File: config.mk
export PLATFORM = sky130hd
export DESIGN_NAME = dec_front
export DESIGN_NICKNAME = d
export VERILOG_FILES = /design/src/dec_pkg.sv /design/src/dec_front.sv
export SDC_FILE = /design/constraint.sdc
export NUM_CORES = 1
export LEC_CHECK = 0
export ABC_CLOCK_PERIOD_IN_PS = 2400
export BUFFER_PORTS_ARGS = -buffer_cell sky130_fd_sc_hd__buf_2
export CORE_MARGIN = 2
export CORE_UTILIZATION = 40
export CTS_CLUSTER_SIZE = 8
export DETAILED_ROUTE_END_ITERATION = 6
export GPL_ROUTABILITY_DRIVEN = 0
export PLACE_DENSITY = 0.65
export SYNTH_ARGS = -nofsm -noshare
export SYNTH_HDL_FRONTEND = slang
export SYNTH_SLANG_ARGS = --single-unit
File: constraint.sdc
create_clock -name clk -period 2.4 [get_ports clk]
set_input_delay 0.12 -clock clk [delete_from_list [all_inputs] [get_ports clk]]
set_output_delay 0.12 -clock clk [all_outputs]
set_load 0.03 [all_outputs]
File: src/dec_pkg.sv
// Package for the directional edge convolution block.
// Holds the payload structs, register indexes, job and line-write types, back-end states.
// No dependencies.
package dec_pkg;

  // Widths of the fixed payload fields.
  localparam int PIX_W   = 8;
  localparam int POSN_W  = 10;
  localparam int CFG_W   = 40;
  localparam int DIM_W   = 11;
  localparam int IDX_W   = 3;
  localparam int KROWS   = 5;

  // Job and line-write fields are sized for the largest supported image.
  localparam int JOB_CW  = 12;
  localparam int JOB_RW  = 13;
  localparam int SLOT_W  = 3;

  // Depth of the job queue between the front and back ends.
  localparam int QDEPTH  = 4;

  // Mid level added to every normalized response.
  localparam int MID_LEVEL = 127;

  // Defaults for the top-level parameters.
  localparam int KSIZE_DEF      = 3;
  localparam int MAX_WIDTH_DEF  = 1024;
  localparam int MAX_HEIGHT_DEF = 1024;

  typedef enum logic [IDX_W-1:0] {
    REG_WIDTH  = 3'd0,
    REG_HEIGHT = 3'd1,
    REG_KROW0  = 3'd2,
    REG_KROW1  = 3'd3,
    REG_KROW2  = 3'd4,
    REG_KROW3  = 3'd5,
    REG_KROW4  = 3'd6
  } reg_idx_t;

  typedef logic [KROWS-1:0][CFG_W-1:0] krows_t;

  typedef struct packed {
    logic             cmd;
    logic [PIX_W-1:0] pixel;
  } in_item_t;

  typedef struct packed {
    logic [PIX_W-1:0]  up_value;
    logic [PIX_W-1:0]  right_value;
    logic [POSN_W-1:0] out_col;
    logic [POSN_W-1:0] out_row;
    logic              last_in_frame;
  } out_item_t;

  // One result to compute: its column and the input row that caused it.
  typedef struct packed {
    logic [JOB_CW-1:0] col;
    logic [JOB_RW-1:0] row;
  } job_t;

  typedef struct packed {
    logic              en;
    logic [SLOT_W-1:0] slot;
    logic [JOB_CW-1:0] col;
    logic [PIX_W-1:0]  data;
  } line_wr_t;

  typedef enum logic [2:0] {
    B_IDLE,
    B_TAPS,
    B_DRAIN,
    B_DIV,
    B_OUT
  } back_state_t;

  // Signed kernel weight at row r, column c.
  function automatic logic signed [PIX_W-1:0] kweight(input krows_t k,
                                                      input logic [2:0] r,
                                                      input logic [2:0] c);
    return $signed(k[r][{c, 3'b000} +: PIX_W]);
  endfunction

endpackage

File: src/dec_front.sv
// Front end: accepts items, keeps the raster position, writes the line store
// and queues one job per result. Depends on dec_pkg.
module dec_front #(
  parameter int KSIZE      = dec_pkg::KSIZE_DEF,
  parameter int MAX_WIDTH  = dec_pkg::MAX_WIDTH_DEF,
  parameter int MAX_HEIGHT = dec_pkg::MAX_HEIGHT_DEF
) (
  input  logic                                  clk,
  input  logic                                  rst_n,
  input  logic                                  in_valid,
  output logic                                  in_stall,
  input  dec_pkg::in_item_t                     in_data,
  input  logic [$clog2(MAX_WIDTH+1)-1:0]        img_w,
  input  logic [$clog2(MAX_HEIGHT+KSIZE)-1:0]   img_h,
  input  logic                                  pos_nz,
  input  logic                                  back_taps,
  input  logic                                  q_empty,
  input  logic                                  q_full,
  output logic                                  q_push,
  output dec_pkg::job_t                         q_job,
  output dec_pkg::line_wr_t                     line_wr
);
  import dec_pkg::*;

  localparam int H  = KSIZE / 2;
  localparam int CW = $clog2(MAX_WIDTH);
  localparam int WW = $clog2(MAX_WIDTH+1);
  localparam int RW = $clog2(MAX_HEIGHT+KSIZE);
  localparam int SW = $clog2(KSIZE);

  logic [CW-1:0] c_r, gc_r, ghi_r;
  logic [RW-1:0] r_r, gr_r;
  logic [SW-1:0] slot_r;
  logic          gen_act_r;

  logic          accept, row_end, has_jobs;
  logic [CW-1:0] gen_lo, gen_hi;

  assign in_stall = gen_act_r || !q_empty || back_taps;
  assign accept   = in_valid && !in_stall;
  assign row_end  = (WW'(c_r) >= img_w - 1'b1);
  assign has_jobs = pos_nz && (r_r >= RW'(H)) && ((c_r >= CW'(H)) || row_end);
  assign gen_lo   = (c_r >= CW'(H)) ? c_r - CW'(H) : '0;
  assign gen_hi   = row_end ? c_r : c_r - CW'(H);

  assign q_push    = gen_act_r && !q_full;
  assign q_job.col = JOB_CW'(gc_r);
  assign q_job.row = JOB_RW'(gr_r);

  always_comb begin
    line_wr.en   = accept && (r_r < img_h);
    line_wr.slot = SLOT_W'(slot_r);
    line_wr.col  = JOB_CW'(c_r);
    line_wr.data = in_data.cmd ? '0 : in_data.pixel;
  end

  always_ff @(posedge clk) begin
    if (!rst_n) begin
      c_r       <= '0;
      r_r       <= '0;
      slot_r    <= '0;
      gen_act_r <= 1'b0;
    end else begin
      if (accept) begin
        if (row_end) begin
          c_r <= '0;
          if ((RW+1)'(r_r) >= (RW+1)'(img_h) + (RW+1)'(H) - 1'b1) begin
            r_r    <= '0;
            slot_r <= '0;
          end else begin
            r_r    <= r_r + 1'b1;
            slot_r <= (slot_r == SW'(KSIZE-1)) ? '0 : slot_r + 1'b1;
          end
        end else begin
          c_r <= c_r + 1'b1;
        end
        gen_act_r <= has_jobs;
      end else if (q_push && (gc_r == ghi_r)) begin
        gen_act_r <= 1'b0;
      end
    end
  end

  // Job range registers: loaded on accept, walked one column per push.
  always_ff @(posedge clk) begin
    if (accept) begin
      gc_r  <= gen_lo;
      ghi_r <= gen_hi;
      gr_r  <= r_r;
    end else if (q_push) begin
      gc_r <= gc_r + 1'b1;
    end
  end

endmodule

# After elaboration in Yosys (flattened, before gate mapping)
# Index checks and enable logic that the tools add are counted.
dict set report totals {
  output_inout_bits 51
  mem_count 0
  mem_bits_rw 0
  reg_bits 55
  rom_bits 0
  latch_bits 0
}
dict set report op_classes {
  mux 11
  n_div 0
  n_addsub 8
  reduce_logical 15
  shifts 0
  n_eq_ne 2
  magnitude_cmp 5
  mul 0
  bitwise 0
}
# operator n
set ops {}
lappend ops {{10-bit 2-to-1 mux} 5}
lappend ops {{10-bit by 1-bit adder with 10-bit output, second input constant} 2}
lappend ops {{11-bit by 1-bit adder with 12-bit output, second input constant} 1}
lappend ops {{11-bit by 12-bit >= comparator with 1-bit output} 1}
lappend ops {{12-bit by 1-bit subtractor with 12-bit output, second input constant} 1}
lappend ops {{11-bit by 1-bit adder with 11-bit output, second input constant} 1}
lappend ops {{10-bit by 11-bit >= comparator with 1-bit output} 1}
lappend ops {{11-bit by 1-bit >= comparator with 1-bit output, second input constant} 1}
lappend ops {{11-bit < comparator} 1}
lappend ops {{11-bit 2-to-1 mux} 1}
lappend ops {{11-bit by 1-bit subtractor with 11-bit output, second input constant} 1}
lappend ops {{10-bit equality test} 1}
lappend ops {{10-bit by 1-bit >= comparator with 1-bit output, second input constant} 1}
lappend ops {{10-bit by 1-bit subtractor with 10-bit output, second input constant} 1}
lappend ops {{8-bit 2-to-1 mux} 1}
lappend ops {{1-bit logical AND} 6}
lappend ops {{2-bit 2-to-1 mux} 2}
lappend ops {{2-bit nonzero test} 2}
lappend ops {{1-bit logical NOT} 3}
lappend ops {{1-bit logical OR} 3}
lappend ops {{2-bit by 1-bit adder with 2-bit output, second input constant} 1}
lappend ops {{2-bit equality test, second input constant} 1}
lappend ops {{1-bit 2-to-1 mux} 2}
lappend ops {{2-bit AND reduction} 1}

# Depth between registers and ports, before layout
dict set report depth {
  word_depth 6
  mapped_depth 12
}

# Least setup slack after synthesis
# No wires, ideal clock.
dict set report synth_timing {
  path_type {register to output}
  startpoint {register gen_act_r}
  endpoint {output port line_wr[23] in the netlist's numbering}
  stages_incl_launch_ff 8
  path_slack_ns -0.486
  required_ns 2.280
  arrival_time_ns 2.766
  cell_sequence {dfxtp_1 or3b_1 or2_2 clkbuf_1 inv_2 buf_1 nand2_1 nor2_1}
}
# item line
set synth_rtl {}
lappend synth_rtl {{start, declared} dec_front.sv:34} ;# logic gen_act_r;
lappend synth_rtl {{start signal, assigned} dec_front.sv:77} ;# gen_act_r <= has_jobs;
lappend synth_rtl {{end, declared} dec_front.sv:21} ;# output dec_pkg::line_wr_t line_wr

# Final worst setup path
dict set report layout_timing {
  startpoint {register c_r[0]}
  endpoint {register gen_act_r}
}
dict set report layout_via {
  elab_chain_len 4
  word_cells_on_any_way 5
  classes_between {order compare (2); mux (1); reduce/logical (2)}
}
# item line
set layout_rtl {}
lappend layout_rtl {{start, declared} dec_front.sv:31} ;# logic [CW-1:0] c_r, gc_r, ghi_r;
lappend layout_rtl {{start signal, assigned} dec_front.sv:75} ;# c_r <= c_r + 1'b1;
lappend layout_rtl {{10-bit by 11-bit >= comparator with 1-bit output or 10-bit by 1-bit >= comparator with 1-bit output (tied branches)} {dec_front.sv:41, dec_front.sv:42}}
lappend layout_rtl {{1-bit logical OR *} dec_front.sv:42} ;# assign has_jobs = pos_nz && (r_r >= RW'(H)) && ((c_r >= CW'(H)) || row_end);
lappend layout_rtl {{1-bit logical AND *} dec_front.sv:42}
lappend layout_rtl {{1-bit 2-to-1 mux *} dec_front.sv:64} ;# if (accept) begin
# Every way passes the cells marked *; elsewhere a longest branch is shown, timed or not.
# A chain may end at the register's enable or synchronous reset.

==> summary.md <==
| Metric | Value |
|---|---|
| R2R setup slack | -0.05 ns |
| Startpoint types | flop |
| Hold-fix buffers, CTS | 0 |
| CTS max path bufs | 2 |
| Failing checks | setup timing |
| Synth warn | 0 |
| Post-detail-place hpwl | 6.56 mm |
| CP max stage cell | or3b_4 |
| Run status | complete, but fails checks |
| WP data required | 2.61 ns |
| Post-route DRC | 0 |
| CP Cell Sequence | inv_4, ha_4, or3b_4, or3_4, or3_4, o41ai_4, buf_6, nand2_1, a41o_1 |
| Iter 0 DRT Violations | 153 |
| Total Nets Final | 570 |
| Post-Synthesis Cell Area | 0.00353 mm^2 |
| Synth cell types | 52 |
| Cell area power density | 530 mW/mm^2 |
| Synth async-reset ratio | 0 |
| GRT Total Usage | 0.177 |
| Clock Skew | 0.00729 ns |
| Min-delay worst type | in2reg |
| LEAKAGE | 2.11 nW |
| Final Max Tran Viols | 0 |
| Ys flop type | edfxtp_1 |
| Fmax | 408 MHz |
| DP Area | 0.00442 mm^2 |
| Worst R2R Path Depth | 9 |
| WL/cell | 14.1 um |
| Max H-tree Level | 2 |
| Clock sinks | 55 |
| Core area | 0.00864 mm^2 |
| DR pass1 iterations | 4 |
| Core Rows | 34 |
| Initial antenna violation count | 0 |
| Vias in the first global route | 3,029 |
| Critical Path AT | 2.66 ns |
| Initial Utilization | 0.408 |
| CTS buffer count | 5 |
| Crit path kind | reg2reg |
| First-pass GRT wire length | 14.2 mm |
| Overflow after GRT | 0 |
| CP Capture Type | flop |
| Final Power | 2.53 mW |
| Largest stage delay, worst path | 0.37 ns |
| Die ar. | 0.00958 mm^2 |
| Die Ht | 97.9 um |
| Fin area | 0.00478 mm^2 |
| Die width | 97.9 um |
| Stages on worst setup path | 9 |
| EDFF count, synth | 31 |
| Fin. Hold Viols | 0 |
| Yosys reg bits | 55 |
| Reg2reg end | gen_act_r |
| Post-route setup slack | -0.0531 ns |
| Pin count of the biggest net entering global routing | 25 |
| Period utilization | 1.02 |
| Post-synthesis sequential area ratio | 0.400 |
| Vias | 3,165 |
| Worst-path clk slew | 0.10 ns |
| CTS Root Cell | clkbuf_8 |
| Worst setup endpoint | gen_act_r |
| Fin crit period | 2.45 ns |
| RSZ-0062 raised after global routing | yes |
| Crit Reg-Reg Startpoint | c_r[0] |
| Share of cells above drive strength 1 | 0.365 |
| Skew-Pair Late Insertion Delay | 0.30 ns |
| Mapped Cells | 372 |
| Largest area contributor in the netlist | edfxtp_1 |
| Top post-synthesis cells by area | edfxtp_1, dfxtp_1, ha_1 |
| Synth Area per Inst | 9.48 um^2 |
| VDD IR max | 0.380 mV |
| Buffers added on ports | 81 |
| Vias per Instance | 5.17 |
| P&R area growth vs syn | 35.6% |
| Total wire length | 8.65 mm |
| Critical path fanouts, max | 6 |
| Post-DRT Antenna Nets | 0 |
| Max-cap violations | 0 |
| Buffers and inverters on the worst path | 2 |
| # setup viols final | 7 |
| Hold slack | 0.0495 ns |
| Synth top area share | 0.264 |
| CP delay by family, top | simple AND/OR/NAND/NOR gates |
| Most numerous cell on the critical path | or3_4 |
| CTS tree | yes |
| ANT cells | 0 |
| Number of I/O pins | 89 |
| Fin util | 0.554 |
| CP startpoint | c_r[0] |
## how the worst min path moves through the flow
| stage | start | to | slack (ns) | cells after the start |
|---|---|---|---|---|
| global placement | pos_nz | gen_act_r | 0.36 | 2 |
| CTS | pos_nz | gen_act_r | 0.04 | 2 |
| floorplan | pos_nz | gen_act_r | 0.27 | 1 |
| finish | pos_nz | gen_act_r | 0.05 | 2 |
| detailed placement | pos_nz | gen_act_r | 0.37 | 2 |
| global route | pos_nz | gen_act_r | 0.04 | 2 |
## cell families (layout without fill, tap and decap cells)
family | count (synthesis) | count (layout) | share of synthesized area
and+or+nand+nor | 129 | 129 | 0.191
AOI/OAI and AO/OA | 60 | 60 | 0.117
DFF | 55 | 55 | 0.400
xor gates and xnor gates | 51 | 51 | 0.127
buffers and inverters | 47 | 173 | 0.0610
adders and majority gates | 29 | 29 | 0.103
other | 1 | 7 | 0.00106
## cells in the mapped netlist (3+ instances only)
library cell	n
edfxtp_1	31
nor3_1	6
buf_4	8
o31ai_1	3
ha_1	29
a211o_1	3
nand2b_1	8
dfxtp_1	24
o22ai_1	13
nor3b_1	4
nand2_1	36
nand3_1	12
o21ai_0	6
o211ai_1	3
xor2_1	28
nor4_1	6
a21oi_1	10
inv_1	26
a31oi_1	5
a22oi_1	4
nor2_1	22
xnor2_1	23
nor2b_1	11
nand4_1	9
clkbuf_1	9
## flip-flops by register name (all words and copies together) (netlist names)
register   cells
gr_r          11
r_r           11
c_r           10
gc_r          10
ghi_r         10
slot_r         2
gen_act_r      1
## metal layers
metal  global-route usage  routed length (um)  part of all wire
met1                0.237                3850              0.45
met3               0.0236                 455             0.053
met5                    0                   0                 0
met4               0.0524                 157             0.018
met2                0.300                4180              0.48
## placed cells by master, fill, tap and decap left out, drive strengths merged, types with 9 or more instances in the layout
cell / Yosys / routed
a21oi: 10 / 10
buf: 11 / 138
xor2: 28 / 28
nand3: 12 / 12
inv: 27 / 27
nor2: 22 / 22
nor2b: 11 / 11
nand2: 36 / 36
edfxtp: 31 / 31
xnor2: 23 / 23
nand4: 9 / 9
dfxtp: 24 / 24
o22ai: 13 / 13
ha: 29 / 29
## where the power goes
group	switching, mW	total, mW	internal, mW
logic	0.397	0.712	0.315
registers	0.0364	1.10	1.06
clock network	0.306	0.722	0.416
total	0.739	2.53	1.80
## layout make-up
| cell class | count | area (um^2) |
|---|---|---|
| Clock buffer | 5 | 68.8 |
| Multi-Input combinational cell | 276 | 2120 |
| Fill cell | 778 | 3850 |
| Sequential cell | 55 | 1420 |
| Tap cell | 108 | 135 |
| Timing Repair Buffer | 138 | 858 |
| Inverter | 27 | 109 |
| Clock inverter | 3 | 67.6 |
## stage by stage
step / setup slack, ns / TNS [ns] / instances
2_1_floorplan: -0.141 / -1.25 / 378
3_3_place_gp: -0.217 / -3.47 / 599
3_5_place_dp: -0.320 / -6.13 / 599
4_1_cts: -0.0655 / -0.188 / 610
5_1_grt: -0.144 / -1.24 / 612
6_report: -0.0531 / -0.209 / 612
## repair_timing
item | CTS | global route
pin swaps | 1 | 12
resized for setup | 5 | 31
gates cloned | 2 | 0
setup buffers | 1 | 2
setup endpoints to repair | 12 | 31
Note: power is estimated with default switching activity, not from simulation.
