`config.mk`:
```
export PLATFORM = sky130hd
export DESIGN_NAME = dec_queue
export DESIGN_NICKNAME = d
export VERILOG_FILES = /design/src/dec_pkg.sv /design/src/dec_queue.sv
export SDC_FILE = /design/constraint.sdc
export NUM_CORES = 1
export LEC_CHECK = 0
export ABC_AREA = 1
export BUFFER_PORTS_ARGS = -buffer_cell sky130_fd_sc_hd__clkbuf_2
export CAP_MARGIN = 20
export CORE_UTILIZATION = 64
export CTS_BUF_LIST = sky130_fd_sc_hd__clkbuf_2
export CTS_CLUSTER_DIAMETER = 150
export DETAILED_ROUTE_END_ITERATION = 7
export GPL_TIMING_DRIVEN = 0
export PLACE_DENSITY = 0.9
export SLEW_MARGIN = 10
export SYNTH_ARGS = -nofsm -noshare
export SYNTH_HDL_FRONTEND = slang
export SYNTH_SLANG_ARGS = --single-unit
export TNS_END_PERCENT = 10
```
`constraint.sdc`:
```
create_clock -name clk -period 5 [get_ports clk]
set_input_delay 0.5 -clock clk [delete_from_list [all_inputs] [get_ports clk]]
set_output_delay 0.5 -clock clk [all_outputs]
set_load 0.005 [all_outputs]
```
`src/dec_pkg.sv`:
```
// Package for the directional edge convolution block.
// Holds the payload structs, register indexes, job and line-write types, back-end states.
// No dependencies.
package dec_pkg;

  // Widths of the fixed payload fields.
  localparam int PIX_W   = 8;
  localparam int POSN_W  = 10;
  localparam int CFG_W   = 40;
  localparam int DIM_W   = 11;
  localparam int IDX_W   = 3;
  localparam int KROWS   = 5;

  // Job and line-write fields are sized for the largest supported image.
  localparam int JOB_CW  = 12;
  localparam int JOB_RW  = 13;
  localparam int SLOT_W  = 3;

  // Depth of the job queue between the front and back ends.
  localparam int QDEPTH  = 4;

  // Mid level added to every normalized response.
  localparam int MID_LEVEL = 127;

  // Defaults for the top-level parameters.
  localparam int KSIZE_DEF      = 3;
  localparam int MAX_WIDTH_DEF  = 1024;
  localparam int MAX_HEIGHT_DEF = 1024;

  typedef enum logic [IDX_W-1:0] {
    REG_WIDTH  = 3'd0,
    REG_HEIGHT = 3'd1,
    REG_KROW0  = 3'd2,
    REG_KROW1  = 3'd3,
    REG_KROW2  = 3'd4,
    REG_KROW3  = 3'd5,
    REG_KROW4  = 3'd6
  } reg_idx_t;

  typedef logic [KROWS-1:0][CFG_W-1:0] krows_t;

  typedef struct packed {
    logic             cmd;
    logic [PIX_W-1:0] pixel;
  } in_item_t;

  typedef struct packed {
    logic [PIX_W-1:0]  up_value;
    logic [PIX_W-1:0]  right_value;
    logic [POSN_W-1:0] out_col;
    logic [POSN_W-1:0] out_row;
    logic              last_in_frame;
  } out_item_t;

  // One result to compute: its column and the input row that caused it.
  typedef struct packed {
    logic [JOB_CW-1:0] col;
    logic [JOB_RW-1:0] row;
  } job_t;

  typedef struct packed {
    logic              en;
    logic [SLOT_W-1:0] slot;
    logic [JOB_CW-1:0] col;
    logic [PIX_W-1:0]  data;
  } line_wr_t;

  typedef enum logic [2:0] {
    B_IDLE,
    B_TAPS,
    B_DRAIN,
    B_DIV,
    B_OUT
  } back_state_t;

  // Signed kernel weight at row r, column c.
  function automatic logic signed [PIX_W-1:0] kweight(input krows_t k,
                                                      input logic [2:0] r,
                                                      input logic [2:0] c);
    return $signed(k[r][{c, 3'b000} +: PIX_W]);
  endfunction

endpackage

```
`src/dec_queue.sv`:
```
// Short job queue between the front and back ends.
// Depends on dec_pkg for job_t and QDEPTH.
module dec_queue (
  input  logic          clk,
  input  logic          rst_n,
  input  logic          push,
  input  dec_pkg::job_t push_job,
  input  logic          pop,
  output dec_pkg::job_t head_job,
  output logic          empty,
  output logic          full
);
  import dec_pkg::*;

  localparam int QAW = $clog2(QDEPTH);

  job_t           entry_r [QDEPTH];
  logic [QAW-1:0] wptr_r, rptr_r;
  logic [QAW:0]   cnt_r;

  assign empty    = (cnt_r == '0);
  assign full     = (cnt_r == (QAW+1)'(QDEPTH));
  assign head_job = entry_r[rptr_r];

  always_ff @(posedge clk) begin
    if (push && !full) begin
      entry_r[wptr_r] <= push_job;
    end
  end

  always_ff @(posedge clk) begin
    if (!rst_n) begin
      wptr_r <= '0;
      rptr_r <= '0;
      cnt_r  <= '0;
    end else begin
      if (push && !full) wptr_r <= wptr_r + 1'b1;
      if (pop && !empty) rptr_r <= rptr_r + 1'b1;
      if ((push && !full) && !(pop && !empty)) cnt_r <= cnt_r + 1'b1;
      else if (!(push && !full) && (pop && !empty)) cnt_r <= cnt_r - 1'b1;
    end
  end

endmodule

```
Yosys cells after proc, flatten, opt, wreduce, memory -nomap -nowiden
Memories as Yosys holds them, arrays and structs flattened. A register that Yosys moved wholly into a read port is not among the register bits.
Index checks and enable logic that the tools add are counted.
{"block": "totals", "n_memories": 1, "ramBits": 100, "out_inout_bits": 27, "register_bits": 7, "word_cells": 25}
{"memory": "entry_r", "words": 4, "word_bits": 25, "read_ports": 1, "rd_ports_with_merged_regs": 1, "write_ports": 1, "line": "dec_queue.sv:17", "source": "job_t entry_r [QDEPTH];"}
{"block": "classes", "mux": 6, "reduce_logical": 10, "add_sub_neg": 4, "n_eq_ne": 1}
{"op": "$mux W3", "n": 2}
{"op": "$add A2 B1 Y2 const B", "n": 2}
{"op": "$logic_and A1 B1 Y1", "n": 4}
{"op": "$logic_not A1 Y1", "n": 4}
{"op": "$mux W2", "n": 2}
{"op": "$add A3 B1 Y3 const B", "n": 1}
{"op": "$eq A3 B3 Y1 const B", "n": 1}
{"op": "$logic_not A3 Y1", "n": 1}
{"op": "$sub A3 B1 Y3 const B", "n": 1}
{"op": "$mux W1", "n": 2}
{"op": "$reduce_bool A2 Y1", "n": 1}

Longest topological paths before layout
Gate-level depths: netlist of the first run.
{"block": "depth", "depth_word": 7, "ltp_mapped": 13, "depth_no_buf": 13}

Worst setup path before layout of the first run
OpenSTA, ideal clock, no wires.
{"block": "synth_timing", "path_type": "register to register", "start": "register cnt_r[0]", "end": "memory entry_r[0][0] in the netlist's numbering, enable pin", "stages_incl_launch_ff": 5, "required_time_ns": 4.593, "arrival_time_ns": 1.686, "path_slack_ns": 2.907, "setup_ns": 0.407, "path_cell_list": "dfxtp_1 nor2_2 nand2_2 nand2_2 nor2_1"}
{"block": "synth_between", "elab_chain_cells": 5}
{"element": "start: declaration", "line": "dec_queue.sv:19", "source": "logic [QAW:0] cnt_r;"}
{"element": "start signal: assignment", "line": "dec_queue.sv:39", "source": "if ((push && !full) && !(pop && !empty)) cnt_r <= cnt_r + 1'b1;"}
{"element": "start signal: assignment", "line": "dec_queue.sv:40", "source": "else if (!(push && !full) && (pop && !empty)) cnt_r <= cnt_r - 1'b1;"}
{"element": "$eq A3 B3 Y1", "line": "dec_queue.sv:22", "source": "assign full = (cnt_r == (QAW+1)'(QDEPTH));"}
{"element": "$logic_not A1 Y1", "line": "dec_queue.sv:26", "source": "if (push && !full) begin"}
{"element": "$logic_and A1 B1 Y1", "line": "dec_queue.sv:26"}
{"element": "$mux W1", "line": "dec_queue.sv:26"}
{"element": "$mux W1 (implied by the code)", "line": "dec_queue.sv:27", "source": "entry_r[wptr_r] <= push_job;"}
{"element": "end: declaration", "line": "dec_queue.sv:17"}
Every way passes these cells.

==> results of run 1 <==
power by group through the flow:
stage	sequential (mW)	combinational (mW)	clock (mW)
4_1_cts	1.15	0.630	0.394
3_5_place_dp	1.17	0.627	0
6_report	1.15	0.625	0.387
2_1_floorplan	1.16	0.383	0
5_1_grt	1.16	0.699	0.426
3_3_place_gp	1.17	0.592	0
per-stage QoR:
step / setup WS (ps) / hold WS, ps / area (sq um) / util
finish: 2730 / 144 / 4750 / 0.748
global route: 2570 / 65.4 / 4750 / 0.748
CTS: 2710 / 97.8 / 4750 / 0.748
detailed placement: 3010 / 492 / 4630 / 0.729
global placement: 2100 / 486 / 4600 / 0.725
floorplan: 2910 / 464 / 4230 / -
layout make-up:
class                           instances  area [sq um]  share of cell area
Sequential cell                       109          3180               0.670
Multi-Input combinational cell        170           885               0.186
Timing Repair Buffer                   55           275              0.0579
Buffer                                 15           123              0.0258
Tap cell                               77          96.3              0.0203
Clock inverter                          7          73.8              0.0155
Inverter                               18          70.1              0.0147
Clock buffer                            9          45.0             0.00948
kinds of logic (layout without fill, tap and decap cells):
family,count (synthesis),count (layout),synth area share
flip-flops,109,109,0.752
adder cells (fa/ha/maj),6,6,0.0195
AO/OA/AOI/OAI,79,79,0.101
XOR/XNOR,1,1,0.00207
buffers and inverters,33,104,0.0455
AND/OR/NAND/NOR,84,84,0.0796
critical path: stages (launching register included):
cell and delay (ps):
dfxtp_1 540, buf_4 230, o21ai_0 100, o22ai_1 200
clkbuf_2 150
cell usage in the layout, fill, tap and decap left out:
cell type     n
nand2_2       4
nor2_4        4
nor2_1       59
clkinv_4      2
clkinvlp_4    1
inv_2         2
a21oi_1       3
nand2_1      11
nand3b_1      1
o22ai_1      25
dfxtp_1       9
nand3_1       4
inv_4         1
ha_1          5
inv_1        15
buf_2         2
bufinv_16     1
buf_6         4
clkinv_2      2
nor2_2        1
buf_4         9
xor2_1        1
edfxtp_1    100
fa_1          1
clkbuf_2     64
o21ai_1       8
inv_6         1
o21ai_0      43
sequential cells by signal, indices dropped and copies added (netlist names), named ones only:
register  count
cnt_r         3
wptr_r        2
entry_r     100
rptr_r        2
synth_stat cells (all sizes together):
master / instances / area, sq um
a21oi: 3 / 15.0
o22ai: 25 / 156
edfxtp: 100 / 3000
nand2: 15 / 66.3
dfxtp: 9 / 180
o21ai: 51 / 255
nand3: 4 / 20.0
fa: 1 / 20.0
nand3b: 1 / 7.51
buf: 15 / 123
xor2: 1 / 8.76
ha: 5 / 62.6
inv: 18 / 70.1
nor2: 64 / 243
per-layer routing:
layer  GRT usage  up-vias  wire [um]
met5           0        -          0
li1            -     1259          -
met2       0.377      120       3830
met4       0.124        0        106
met3      0.0656        8        543
met1       0.304     1253       3160
worst max-delay path by stage:
stage              from              to  slack, ps
6_report       register     head_job[5]       2730
5_1_grt        register    head_job[21]       2570
4_1_cts        register     head_job[5]       2710
3_5_place_dp       push        cnt_r[1]       3010
3_3_place_gp       push  entry_r[3][23]       2100
2_1_floorplan  cnt_r[0]   entry_r[0][0]       2910
==> metrics.cfg, run 1 <==
[timing]
period_share = 0.454
setup_viol = 0
drv_slew = 0
worst_slew_pin_slew_ps = 828
fmax_mhz = 441
slew_headroom = 0.447
finalSetupTns_ps = 0
finalCriticalPeriod_ps = 2270
rsz0062_at_grt = false
final-hold-violation-count = 0
finClkSkew_ps = 15.0

[layout]
fillers = 388
n_antenna_cell = 0
instances_no_fill = 460
fin_nets = 413
drive_gt1_frac = 0.256
area_growth_syn_to_layout_pct = 12.3

[critical_path]
required_ps = 4500
critPathMaxFanout = 10
rr_endpoint = cnt_r[1]
critPathKind = register to output pin
reg2reg_depth = 9
arrival_ps = 1770
timing.rr.start = cnt_r[1]
crit_path_end_kind = output pin
reg2reg_slack_ps = 3040
cp-start-kind = register

[die]
die_w_um = 83.3
start_util = 0.666
num_rows = 29
ios = 56
die_h_um = 83.3
fp.coreArea_sq_um = 6350
die-area_sq_um = 6940

[route]
firstDrtPassIters = 5
viasPerCell = 5.74
wirelength_mm = 7.64
vias = 2640
wire_per_inst_um = 16.6
drc = 0
antenna_left = 0
drtIter0Drc = 293

[logic_synthesis]
netlist_area_sq_um = 4230
ys_seq_area_frac = 0.752
syn_inst = 312
syn_avg_cell_area_sq_um = 13.6
ys_warn_count = 0
post_synth_num_cell_types = 21
syn-num-nets = 347
synth_seq_cells = 109

[grt]
first_global_vias = 2612
grt_max_degree = 26
gr-total-overflow = 0
grt_antenna_before_repair = 0
grt.total_usage = 0.238
grt_pass1_wl_mm = 12.2

[pwr]
power.density_nw_per_um2 = 455
combPwrFrac = 0.289
p_switching_mw = 0.691
intPower_mw = 1.47
power.share.switching = 0.320
power.leakage_nw = 1.77
seqPwrFrac = 0.532
total_power_mw = 2.16
clkPwrFrac = 0.179
peakVddDrop_mv = 0.335

[run]
cap_viol_max_count = 0

[hold_path]
hold_depth = 1
hp-start = push_job[10]
min_path_type = input port to register
hold_end = entry_r[3][10]

[clock_tree]
postCtsSetupBuffers = 0
h-tree-depth = 3
clkTransAtPathRegs_ps = 260
cts_tree = done
holdBufCountCts = 0
cts_resized = 0
cts_max_path_buffers = 2
insertion_delay_ps = 540
cts-root-buf = clkbuf_2
cts.sink_count = 109
cts_made_buffers = 9

[placed_design]
dp.cells = 444
dp_hpwl_mm = 4.80
globalplace.congestion = 0.728
portBuffers = 55

[status]
status = completed

(Power assumes the default switching activity.)
==> inputs of run 2 (changes only) <==
--- a/config.mk
+++ b/config.mk
@@ -5,15 +5,15 @@
 export SDC_FILE = /design/constraint.sdc
 export NUM_CORES = 1
 export LEC_CHECK = 0
-export ABC_AREA = 1
+export ABC_AREA = 0
 export BUFFER_PORTS_ARGS = -buffer_cell sky130_fd_sc_hd__clkbuf_2
 export CAP_MARGIN = 20
-export CORE_UTILIZATION = 64
+export CORE_UTILIZATION = 53
 export CTS_BUF_LIST = sky130_fd_sc_hd__clkbuf_2
 export CTS_CLUSTER_DIAMETER = 150
 export DETAILED_ROUTE_END_ITERATION = 7
 export GPL_TIMING_DRIVEN = 0
-export PLACE_DENSITY = 0.9
+export PLACE_DENSITY = 0.8
 export SLEW_MARGIN = 10
 export SYNTH_ARGS = -nofsm -noshare
 export SYNTH_HDL_FRONTEND = slang
==> constraint.sdc (replaced) <==
create_clock -name clk -period 1.9 [get_ports clk]
set_input_delay 0.19 -clock clk [delete_from_list [all_inputs] [get_ports clk]]
set_output_delay 0.19 -clock clk [all_outputs]
set_load 0.005 [all_outputs]
==> run 2 against run 1 <==
The flow now finishes with violations (negative setup slack). Sequential power rose to 2.7 times the previous value. Register-to-register slack got worse by 3100 ps. Area after synthesis fell by 2.6%. Synthesized cell count fell by 43%. Global-route usage fell by 6.0 points. Clock power rose to 3.0 times the previous value. Design area rose by 7.3%. Largest power group unchanged.
==> metrics.cfg, run 2 <==
[status]
status = finished with violations  ; was completed
failed_checks = negative setup slack

[route]
drtIter0Drc = 94  ; was 293
wirelength_mm = 6.96  ; was 7.64 mm
antenna_left = 0  ; unchanged
vias = 2025  ; was 2,640
viasPerCell = 5.30  ; was 5.74
drc = 0  ; unchanged
wire_per_inst_um = 18.2  ; was 16.6 um
firstDrtPassIters = 4  ; was 5

[timing]
finClkSkew_ps = 16.3  ; was 15.0 ps
rsz0062_at_grt = true  ; was false
slew_headroom = 0.718  ; was 0.447
finalSetupTns_ps = -3710  ; was 0 ps
period_share = 1.10
final-hold-violation-count = 0  ; unchanged
fmax_mhz = 480
worst_slew_pin_slew_ps = 423  ; was 828 ps
drv_slew = 0  ; unchanged
finalCriticalPeriod_ps = 2080
finalWorstSetupSlack_ps = -184  ; was 2730 ps
setup_viol = 26  ; was 0

[clock_tree]
insertion_delay_ps = 570  ; was 540 ps
h-tree-depth = 3  ; unchanged
cts-root-buf = clkbuf_2  ; unchanged
cts_tree = done  ; unchanged
cts_max_path_buffers = 2  ; unchanged
cts_made_buffers = 9  ; unchanged
cts.sink_count = 109  ; unchanged
clkTransAtPathRegs_ps = 250  ; was 260 ps

[critical_path]
critPathMaxFanout = 8  ; was 10
crit_chain = buf_12 > buf_12 > mux4_2 > clkbuf_2  ; was buf_4 > o21ai_0 > o22ai_1 > clkbuf_2
crit_path_end_kind = output pin  ; unchanged
arrival_ps = 1890  ; was 1770 ps
cpMostUsedCell = buf_12
cp-start-kind = register  ; unchanged
critPathKind = register to output pin  ; unchanged
crit_path_max_incr_delay_ps = 530  ; was 540 ps
required_ps = 1710  ; was 4500 ps
slowest_stage = mux4_2  ; was dfxtp_1

[die]
die_h_um = 90.2  ; was 83.3 um
fp.coreArea_sq_um = 7370  ; was 6350 sq um
die-area_sq_um = 8130  ; was 6940 sq um
start_util = 0.559  ; was 0.666
die_w_um = 90.2  ; was 83.3 um
num_rows = 31  ; was 29
ios = 56  ; unchanged

[pwr]
power.share.switching = 0.264  ; was 0.320
combPwrFrac = 0.297  ; was 0.289
intPower_mw = 4.42  ; was 1.47 mW
power.leakage_nw = 1.78  ; was 1.77 nW
seqPwrFrac = 0.509  ; was 0.532
p_switching_mw = 1.59  ; was 0.691 mW
power.density_nw_per_um2 = 1180  ; was 455 nW/um^2
peakVddDrop_mv = 0.597  ; was 0.335 mV
clkPwrFrac = 0.194  ; was 0.179

[logic_synthesis]
syn-num-nets = 214  ; was 347
synth_edf_count = 100  ; unchanged
ys.flop_type = edfxtp_1  ; unchanged
synthDominantCellAreaShare = 0.729  ; was 0.710
ys_warn_count = 0  ; unchanged
netlist_top_cells_count = edfxtp_1, mux4_2, dfxtp_1  ; was edfxtp_1, nor2_1, o21ai_0
syn_inst = 179  ; was 312
synth_area_leaders = edfxtp_1, mux4_2, dfxtp_1  ; was edfxtp_1, nor2_1, o21ai_0
yosys.area.top_type = edfxtp_1  ; unchanged
async_reset_ff_frac = 0  ; unchanged
netlist_area_sq_um = 4120  ; was 4230 sq um
syn_avg_cell_area_sq_um = 23.0  ; was 13.6 sq um
synth_seq_cells = 109  ; unchanged
synth.most_common_cell = edfxtp_1  ; unchanged
post_synth_num_cell_types = 24  ; was 21
ys_seq_area_frac = 0.772  ; was 0.752

[placed_design]
portBuffers = 54  ; was 55
globalplace.congestion = 0.669  ; was 0.728
dp_hpwl_mm = 4.35  ; was 4.80 mm
dp_slack_ps = -140  ; was 3010 ps

[grt]
grt_pass1_wl_mm = 10.5  ; was 12.2 mm
gr-total-overflow = 0  ; unchanged
grt.total_usage = 0.178  ; was 0.238
use_met1 = 0.211  ; was 0.304
grt.busiest_layer = met2  ; unchanged
use_met2 = 0.309  ; was 0.377
use_met3 = 0.0406  ; was 0.0656
first_global_vias = 2098  ; was 2,612
grt_max_degree = 19  ; was 26
grt_antenna_before_repair = 0  ; unchanged

[layout]
biggestRegsByFlops = entry_r x100, cnt_r x3  ; unchanged
fillers = 485  ; was 388
layout_commonest_cell = edfxtp_1  ; unchanged
fin_nets = 313  ; was 413
drive_gt1_frac = 0.431  ; was 0.256
final_cell_mix = edfxtp_1, clkbuf_2, dlygate4sd3_1  ; was edfxtp_1, clkbuf_2, nor2_1
area_growth_syn_to_layout_pct = 23.7  ; was 12.3%
largest_reg_flops = 100  ; unchanged
n_antenna_cell = 0  ; unchanged
fin_util = 0.692  ; was 0.748
largest-register = entry_r  ; unchanged

[run]
cap_viol_max_count = 0  ; unchanged

[hold_path]
min_path_type = input port to register  ; unchanged

run 2: final timing paths:
path / start / end / slack [ps] / cells past startpoint
setup / recovery: register / head_job[15] / -180 / 4
hold / removal: pop / register / 60 / 4
setup reg to reg: cnt_r[1] / cnt_r[2] / -70 / 7
hold reg to reg: wptr_r[1] / wptr_r[1] / 520 / 2
run 2: power groups by stage:
stage	clock network, mW	registers, mW	logic (mW)
after floorplan	0	3.06	1.06
after global placement	0	3.08	1.52
after detailed placement	0	3.09	1.59
after CTS	1.19	3.04	1.66
after global routing	1.27	3.09	1.92
final	1.16	3.05	1.78
run 2: per-stage QoR:
stage / cell area [sq um] / total power, mW / hold slack (ps) / std cells
3_5_place_dp: 4590 / 4.68 / 408 / 336
4_1_cts: 5010 / 5.88 / 21.2 / 378
3_3_place_gp: 4530 / 4.60 / 406 / 332
6_report: 5100 / 6.00 / 56.2 / 382
5_1_grt: 5100 / 6.28 / 30.7 / 382
2_1_floorplan: 4140 / 4.11 / 289 / 179
run 2: layout make-up:
type | count | area [sq um] | share of cell area
buffer | 8 | 95.1 | 0.0187
clock buffer | 9 | 45.0 | 0.00884
multi-input combinational | 59 | 872 | 0.171
inverter | 3 | 11.3 | 0.00221
sequential | 109 | 3200 | 0.627
timing repair buffer | 88 | 656 | 0.129
tap | 99 | 124 | 0.0243
clock inverter | 7 | 98.8 | 0.0194
run 2: repair_timing:
item,CTS,global route
resized for setup,9,5
pin swaps,0,1
setup endpoints to repair,88,27
hold buffers,26,0
hold endpoints to repair,109,0
gates cloned,0,2
buffers inserted,0,2
run 2: layer usage:
layer | share of wire | routed length [um]
met5 | 0 | 0
met4 | 0.024 | 167
met3 | 0.043 | 299
met2 | 0.52 | 3600
met1 | 0.41 | 2890
run 2: worst max-delay path: cells and delay by family (launching register included):
kind | cells | cell delay (ps)
mux | 1 | 530
flops | 1 | 410
buf+inv | 3 | 400
run 2: kinds of logic (layout without fill, tap and decap cells):
kind of cell | Yosys count | count (layout) | synth area share
compound gates | 4 | 4 | 0.00820
fa+ha+maj | 6 | 6 | 0.0200
simple gates | 17 | 17 | 0.0246
buf+inv | 11 | 115 | 0.0225
flops | 109 | 109 | 0.772
mux | 28 | 28 | 0.144
xor+xnor | 4 | 4 | 0.00850
==> inputs of run 3 (changes only) <==
--- a/config.mk
+++ b/config.mk
@@ -8,6 +8,7 @@
 export ABC_AREA = 0
 export BUFFER_PORTS_ARGS = -buffer_cell sky130_fd_sc_hd__clkbuf_2
 export CAP_MARGIN = 20
+export CORE_ASPECT_RATIO = 1.25
 export CORE_UTILIZATION = 53
 export CTS_BUF_LIST = sky130_fd_sc_hd__clkbuf_2
 export CTS_CLUSTER_DIAMETER = 150
==> run 3 against run 2 <==
The run still ends with negative setup slack left. Die area barely moved. Maximum frequency increased by 1.5%. Clock skew decreased by 3.2 ps. Setup slack better by 31 ps. Worst hold slack better by 8.5 ps. Via count shrank 1.7%. Cell count decreased by 2.4%. Clock-buffer cell count stayed put. First-iteration DRC count up 2.1%. Core utilization is 1.9 points lower. Sequential power hardly changed. Critical path type unchanged.
==> metrics.cfg, run 3 (same netlist as run 2, synthesis figures left out) <==
[status]
status = finished with violations  ; unchanged
failed_checks = negative setup slack  ; unchanged

[route]
drtIter0Drc = 96  ; was 94
firstDrtPassIters = 4  ; unchanged
vias = 1991  ; was 2,025
viasPerCell = 5.34  ; was 5.30
drc = 0  ; unchanged
antenna_left = 0  ; unchanged
wirelength_mm = 6.80  ; was 6.96 mm
wire_per_inst_um = 18.2  ; about the same

[grt]
first_global_vias = 2067  ; was 2,098
grt_antenna_before_repair = 0  ; unchanged
gr-total-overflow = 0  ; unchanged
grt.total_usage = 0.183  ; was 0.178
grt_max_degree = 26  ; was 19
grt_pass1_wl_mm = 10.4  ; was 10.5 mm

[critical_path]
cpMostUsedCell = buf_12  ; unchanged
reg2reg_depth = 8  ; was 7
critPathMaxFanout = 5  ; was 8
rr_endpoint = cnt_r[2]  ; unchanged
timing.rr.start = cnt_r[2]  ; was cnt_r[1]
arrival_ps = 1860  ; was 1890 ps
critPathKind = register to output pin  ; unchanged
required_ps = 1710  ; about the same
reg2reg_slack_ps = -40  ; was -70 ps
crit_chain = buf_12 > buf_12 > mux4_2 > clkbuf_2  ; unchanged
slowest_stage = mux4_2  ; unchanged
crit_path_max_incr_delay_ps = 530  ; about the same
cp-start-kind = register  ; unchanged
crit_path_end_kind = output pin  ; unchanged

[clock_tree]
cts_max_path_buffers = 2  ; unchanged
cts_tree = done  ; unchanged
cts.sink_count = 109  ; unchanged
insertion_delay_ps = 550  ; was 570 ps
cts_made_buffers = 9  ; unchanged
h-tree-depth = 3  ; unchanged
cts-root-buf = clkbuf_2  ; unchanged
clkTransAtPathRegs_ps = 240  ; was 250 ps

[pwr]
seqPwrFrac = 0.533  ; was 0.509
clkPwrFrac = 0.151  ; was 0.194
intPower_mw = 4.15  ; was 4.42 mW
peakVddDrop_mv = 0.620  ; was 0.597 mV
power.share.switching = 0.274  ; was 0.264
power.leakage_nw = 1.75  ; was 1.78 nW
power.density_nw_per_um2 = 1140  ; was 1180 nW/um^2
combPwrFrac = 0.316  ; was 0.297
p_switching_mw = 1.56  ; was 1.59 mW

[die]
die-area_sq_um = 8140  ; was 8130 sq um
ios = 56  ; unchanged
num_rows = 35  ; was 31
die_h_um = 101  ; was 90.2 um
fp.coreArea_sq_um = 7440  ; was 7370 sq um
start_util = 0.554  ; was 0.559
die_w_um = 80.9  ; was 90.2 um

[layout]
layout_commonest_cell = edfxtp_1  ; unchanged
area_growth_syn_to_layout_pct = 21.6  ; was 23.7%
fin_nets = 311  ; was 313
fillers = 507  ; was 485
largest_reg_flops = 100  ; unchanged
largest-register = entry_r  ; unchanged
n_antenna_cell = 0  ; unchanged
biggestRegsByFlops = entry_r x100, cnt_r x3  ; unchanged
fin_area_sq_um = 5010  ; was 5100 sq um
drive_gt1_frac = 0.423  ; was 0.431
final_cell_mix = edfxtp_1, clkbuf_2, dlygate4sd3_1  ; unchanged

[run]
cap_viol_max_count = 0  ; unchanged

[timing]
fmax_mhz = 487  ; was 480 MHz
setup_viol = 26  ; unchanged
final-hold-violation-count = 0  ; unchanged
finClkSkew_ps = 13.0  ; was 16.3 ps
finalCriticalPeriod_ps = 2050  ; was 2080 ps
finalWorstSetupSlack_ps = -153  ; was -184 ps
worst_slew_pin_slew_ps = 682  ; was 423 ps
slew_headroom = 0.545  ; was 0.718
rsz0062_at_grt = true  ; unchanged
drv_slew = 0  ; unchanged
period_share = 1.08  ; was 1.10

[hold_path]
min_path_type = input port to register  ; unchanged
hold_depth = 4  ; unchanged
hp-start = pop  ; unchanged

[placed_design]
portBuffers = 54  ; unchanged
dp_slack_ps = -84.0  ; was -140 ps
globalplace.congestion = 0.709  ; was 0.669
dp_hpwl_mm = 4.14  ; was 4.35 mm
place_area_sq_um = 4530  ; was 4590 sq um

==> run 3: area by class of cell <==
type                            instances  area, sq um  area share
Inverter                                3         11.3     0.00225
Tap cell                               92          115      0.0230
Multi-Input combinational cell         59          878       0.175
Clock buffer                            9         45.0     0.00899
Clock inverter                          7         42.5     0.00849
Buffer                                  8          103      0.0205
Sequential cell                       109         3200       0.638
Timing Repair Buffer                   86          621       0.124
==> run 3: power by group through the flow <==
stage / logic, mW / clock network (mW) / registers, mW
after global placement: 1.52 / 0 / 3.08
after CTS: 1.73 / 0.882 / 3.06
final: 1.80 / 0.861 / 3.04
after floorplan: 1.06 / 0 / 3.06
after detailed placement: 1.55 / 0 / 3.10
after global routing: 1.97 / 0.944 / 3.07
==> run 3: critical path: cells and delay by family (launching register included) <==
kind | cells | cell delay (ps)
DFF | 1 | 400
muxes | 1 | 530
buffers and inverters | 3 | 400
==> run 3: worst max-delay path by stage <==
stage          startpoint        endpoint  slack (ps)  cells past startpoint
2_1_floorplan    cnt_r[2]        cnt_r[2]          20                      9
3_3_place_gp     cnt_r[2]  entry_r[1][21]        -350                      4
3_5_place_dp     cnt_r[1]        cnt_r[2]         -80                      7
4_1_cts          register    head_job[15]        -210                      4
5_1_grt          register    head_job[12]        -220                      4
6_report         register     head_job[8]        -150                      4
==> run 3: per-stage QoR <==
step / hold WS, ps / total power, mW / std cells / util / setup TNS (ps)
after floorplan: 289 / 4.11 / 179 / - / 0
after global placement: 407 / 4.60 / 325 / 0.608 / -34180
after detailed placement: 410 / 4.65 / 325 / 0.608 / -84.0
after CTS: 23.7 / 5.66 / 369 / 0.665 / -4280
after global routing: 54.3 / 5.99 / 373 / 0.673 / -5330
final: 64.6 / 5.71 / 373 / 0.673 / -3110
==> run 3: what timing repair did <==
action,CTS,global route
buffers inserted,1,3
resized for setup,11,7
hold endpoints to repair,107,0
pin swaps,0,1
hold buffers,26,0
setup endpoints to repair,26,127
gates cloned,1,1
==> run 3: metal layers <==
metal,part of all wire,track usage,wire length (um)
met1,0.39,0.219,2630
met2,0.56,0.316,3790
met3,0.034,0.0362,229
met5,0,0,0
met4,0.023,0.0865,154
